<file path="config.mk">
export PLATFORM = sky130hd
export DESIGN_NAME = agga_queue
export DESIGN_NICKNAME = d
export VERILOG_FILES = /design/src/hdl/agga_pkg.sv /design/src/hdl/agga_queue.sv
export SDC_FILE = /design/constraint.sdc
export NUM_CORES = 1
export LEC_CHECK = 0
export BUFFER_PORTS_ARGS = -buffer_cell sky130_fd_sc_hd__clkbuf_2
export CAP_MARGIN = 0
export CORE_MARGIN = 5
export CORE_UTILIZATION = 55
export DETAILED_ROUTE_END_ITERATION = 7
export PLACE_DENSITY = 0.77
export SLEW_MARGIN = 20
export SYNTH_ARGS = -nofsm -noshare
export SYNTH_HDL_FRONTEND = slang
export SYNTH_SLANG_ARGS = --single-unit
</file>
<file path="constraint.sdc">
create_clock -name i_clk -period 2.5 [get_ports i_clk]
set_clock_uncertainty 0.2 [all_clocks]
set_input_delay 0.25 -clock i_clk [delete_from_list [all_inputs] [get_ports i_clk]]
set_output_delay 0.25 -clock i_clk [all_outputs]
set_load 0.02 [all_outputs]
</file>
<file path="src/hdl/agga_pkg.sv">
// Shared types, constants and helpers for the affine gap alignment scorer.
package agga_pkg;

    localparam int SCORE_BITS  = 24;
    localparam int SYM_BITS    = 5;
    localparam int ROW_BITS    = 8;
    localparam int LEN_BITS    = 9;
    localparam int COUNT_BITS  = 12;
    localparam int TAB_BITS    = 2 * SYM_BITS;
    localparam int MAX_SUBJECT = 256;
    localparam int MAX_PATTERN = 4095;
    localparam int COLGAP_BITS = 28;

    localparam logic signed [31:0] SCORE_MAX = 32'sd8388607;
    localparam logic signed [31:0] SCORE_MIN = -32'sd8388608;

    // Input item kinds
    localparam logic [1:0] KIND_TABLE   = 2'd0;
    localparam logic [1:0] KIND_SUBJECT = 2'd1;
    localparam logic [1:0] KIND_PATTERN = 2'd2;

    // Configuration register indexes
    localparam logic [1:0] REG_GAP_OPEN   = 2'd0;
    localparam logic [1:0] REG_GAP_EXTEND = 2'd1;
    localparam logic [1:0] REG_SUBJ_LEN   = 2'd2;

    typedef struct packed {
        logic [1:0]          kind;
        logic [SYM_BITS-1:0] sym_a;
        logic [SYM_BITS-1:0] sym_b;
        logic [ROW_BITS-1:0] position;
        logic signed [15:0]  score_value;
        logic                first_column;
    } t_cmd;

    typedef struct packed {
        logic                   saturated;
        logic [COUNT_BITS-1:0]  column_index;
        logic signed [SCORE_BITS-1:0] column_score;
    } t_result;

    typedef struct packed {
        logic                         hit;
        logic signed [SCORE_BITS-1:0] value;
    } t_clip;

    // Clip a wide score to 24 bits and report whether it clipped
    function automatic t_clip clip_score(input logic signed [31:0] v);
        t_clip c;
        c.hit = 1'b0;
        c.value = v[SCORE_BITS-1:0];
        if (v > SCORE_MAX) begin
            c.hit = 1'b1;
            c.value = SCORE_MAX[SCORE_BITS-1:0];
        end else if (v < SCORE_MIN) begin
            c.hit = 1'b1;
            c.value = SCORE_MIN[SCORE_BITS-1:0];
        end
        return c;
    endfunction

endpackage

</file>
<file path="src/hdl/agga_queue.sv">
// Four-entry request queue between the front and the back part.
module agga_queue (
    input  logic           i_clk,
    input  logic           i_rst_n,
    input  logic           i_push,
    input  agga_pkg::t_cmd i_cmd,
    output logic           o_full,
    input  logic           i_pop,
    output logic           o_empty,
    output agga_pkg::t_cmd o_cmd
);
    import agga_pkg::*;

    t_cmd       r_mem [4];
    logic [1:0] r_wr_ptr;
    logic [1:0] r_rd_ptr;
    logic [2:0] r_count;
    logic       do_push;
    logic       do_pop;

    assign o_full  = (r_count == 3'd4);
    assign o_empty = (r_count == 3'd0);
    assign o_cmd   = r_mem[r_rd_ptr];
    assign do_push = i_push && !o_full;
    assign do_pop  = i_pop && !o_empty;

    // Store entries
    always_ff @(posedge i_clk) begin
        if (do_push) begin
            r_mem[r_wr_ptr] <= i_cmd;
        end
    end

    // Advance pointers and count
    always_ff @(posedge i_clk) begin
        if (!i_rst_n) begin
            r_wr_ptr <= 2'd0;
            r_rd_ptr <= 2'd0;
            r_count  <= 3'd0;
        end else begin
            if (do_push) r_wr_ptr <= r_wr_ptr + 2'd1;
            if (do_pop)  r_rd_ptr <= r_rd_ptr + 2'd1;
            r_count <= r_count + {2'd0, do_push} - {2'd0, do_pop};
        end
    end

endmodule

</file>
==> impl_metrics.json <==
{
  "crit_slowest_cell": "fa_1",
  "grt_pass1_wl_um": 16000,
  "fin_hold_ws_ns": 0.0673,
  "ctsLongestPathBuffers": 2,
  "port_buffers": 79,
  "synth_fp_nets": 292,
  "p_leak_nw": 2.65,
  "status": "completed",
  "crit_required_ns": 2.70,
  "grt_max_degree": 25,
  "antenna_found_initial": 0,
  "cap_viol_max_count": 0,
  "finalCritPeriodShare_pct": 94.6,
  "layout.nets": 435,
  "die_h_um": 113,
  "drive_gt1_share_pct": 40.3,
  "num_rows": 37,
  "hold_class": "in -> reg",
  "synth_cell_types": 23,
  "finalHoldViolCount": 0,
  "slowest_delay_ns": 0.38,
  "worst_pin_slew_ns": 0.421,
  "cts_tree": "done",
  "grt.total_usage_pct": 16.9,
  "setup_slack_ns": 0.136,
  "dr.pass1.iters": 4,
  "antenna_cells": 0,
  "ir_worst_vdd_v": 0.000502,
  "ys_seq_area_share_pct": 78.6,
  "initial_utilization_pct": 56.7,
  "p_per_area_nw_per_um2": 1000,
  "synth_warnings": 0,
  "critical_path.cell_chain": "nor3b_2 > nor2b_1 > inv_1 > ha_1 > inv_1 > ha_1 > fa_1 > xnor2_1 > xnor2_1 > and2_1",
  "drc": 0,
  "vias": 2824,
  "arrival_ns": 2.57,
  "yosys.area.top_type": "edfxtp_1",
  "pre_cts_slack_ns": 0.155,
  "clkLatencyLatePin_ns": 0.50,
  "area_delta_synth_final_pct": 27.6,
  "final_util_pct": 72.4,
  "via_per_inst": 5.27,
  "cp_max_fo": 3,
  "syn_inst": 244,
  "chipWidth_um": 113,
  "wl_per_cell_um": 19.2,
  "cp-start-kind": "register",
  "ios": 80,
  "path_clk_slew_ns": 0.06,
  "core_um2": 10400,
  "crit_type": "reg -> reg",
  "root_buffer": "clkbuf_8",
  "gp_congestion": 0.685,
  "dp_hpwl_um": 6280,
  "syn_avg_cell_area_um2": 24.1,
  "period_minus_slack_ns": 2.36,
  "ys_ff_latch": 157,
  "slew_headroom_pct": 72.0,
  "setup_viol": 0,
  "numCtsBuffers": 17,
  "cts.sinks": 157,
  "drt_iter0_drc": 219,
  "synthTopCellsByArea": "edfxtp_1, mux4_2, mux4_1, dfxtp_1, ha_1",
  "ant_nets": 0,
  "overflow": 0,
  "drt_wl_total_um": 10300,
  "endpoint_kind": "register",
  "synth_area_um2": 5880,
  "grt_pass1_vias": 3049,
  "htree_levels": 4,
  "max_freq_mhz": 423,
  "yosysTopAreaCellShare_pct": 75.6,
  "finalMaxSlewViolations": 0,
  "die_area_um2": 12900
}
worst paths after layout:
check	start	end	slack, ns	cells after the start
worst max register to register	r_count[2]	r_count[2]	0.14	10
worst max-delay path	r_count[2]	r_count[2]	0.14	10
worst min-delay path	i_push	r_wr_ptr[1]	0.07	4
worst min register to register	r_rd_ptr[1]	register	0.28	2
power breakdown:
group          total (mW)  internal (mW)  switching [mW]
Combinational        1.77          0.807           0.965
Sequential           3.31           3.19           0.112
Clock                2.45           1.45            1.00
area by class of cell:
| type | count | area (µm²) |
|---|---|---|
| Clock buffer | 19 | 422 |
| Clock inverter | 13 | 156 |
| Fill cell | 633 | 2860 |
| Inverter | 6 | 22.5 |
| Multi-Input combinational cell | 71 | 1140 |
| Sequential cell | 157 | 4630 |
| Tap cell | 136 | 170 |
| Timing Repair Buffer | 134 | 961 |
repair_timing:
item,4_1_cts,5_1_grt
gates cloned,0,0
gates resized for setup,1,1
hold endpoints to repair,157,0
endpoints found under the setup margin,13,5
buffers inserted,0,2
hold buffers,41,0
metal layers:
layer,global-route usage [%],part of all wire (%),up-vias
met1,21.5,41,1443
li1,-,-,1306
met2,28.8,54,69
met5,0,0,-
met4,6.41,0.80,0
met3,3.87,4.6,6
sequential cells by signal, summed over array words and instances (netlist names), named ones only:
| name | cells |
|---|---|
| r_count | 3 |
| r_mem | 148 |
| r_rd_ptr | 2 |
| r_wr_ptr | 2 |
cell families (layout without fill, tap and decap cells):
logic type,after synthesis,in the layout,synth area share [%]
xor gates and xnor gates,2,2,0.298
buffers and inverters,16,172,2.08
adders and majority gates,7,7,1.62
muxes,39,39,15.0
AOI/OAI and AO/OA,4,4,0.383
and+or+nand+nor,19,19,2.02
DFF,157,157,78.6
metrics by stage:
step | instance area, µm² | power [mW] | cells | setup TNS (ns)
2_1_floorplan | 5880 | 4.54 | 244 | 0
3_3_place_gp | 6490 | 5.03 | 461 | 0
3_5_place_dp | 6490 | 5.07 | 461 | 0
4_1_cts | 7480 | 7.59 | 534 | 0
5_1_grt | 7510 | 7.89 | 536 | -0.00265
6_report | 7510 | 7.53 | 536 | 0
synth_stat cells:
master	number
or3_1	1
buf_12	3
edfxtp_1	148
nand2_1	6
dfxtp_1	9
mux2i_1	2
nor2b_1	2
o21ai_0	3
clkbuf_2	1
a21boi_1	1
inv_1	6
xnor2_1	2
fa_1	1
buf_2	4
clkbuf_1	1
mux4_1	7
ha_1	6
nor3_2	1
mux4_2	30
and2_1	7
nor3b_2	1
nand4bb_1	1
buf_6	1
worst max-delay path, delay by kind of cell (launching register included):
kind | cells | cell delay, ns
adder cells (fa/ha/maj) | 3 | 0.84
AND/OR/NAND/NOR | 3 | 0.50
flip-flops | 1 | 0.35
XOR/XNOR | 2 | 0.27
buffers and inverters | 2 | 0.11
cells in the final DEF (no fill, tap or decap), types with 3 or more instances in the layout:
master	count
and2_1	3
and2_2	4
buf_12	4
buf_4	10
clkbuf_16	16
clkbuf_2	79
clkinvlp_4	4
dfxtp_1	7
dlygate4sd3_1	41
edfxtp_1	148
ha_1	6
inv_1	6
inv_6	3
mux4_1	7
mux4_2	30
nand2_1	6
o21ai_0	3
No activity file was read; power rests on OpenSTA's default activity.
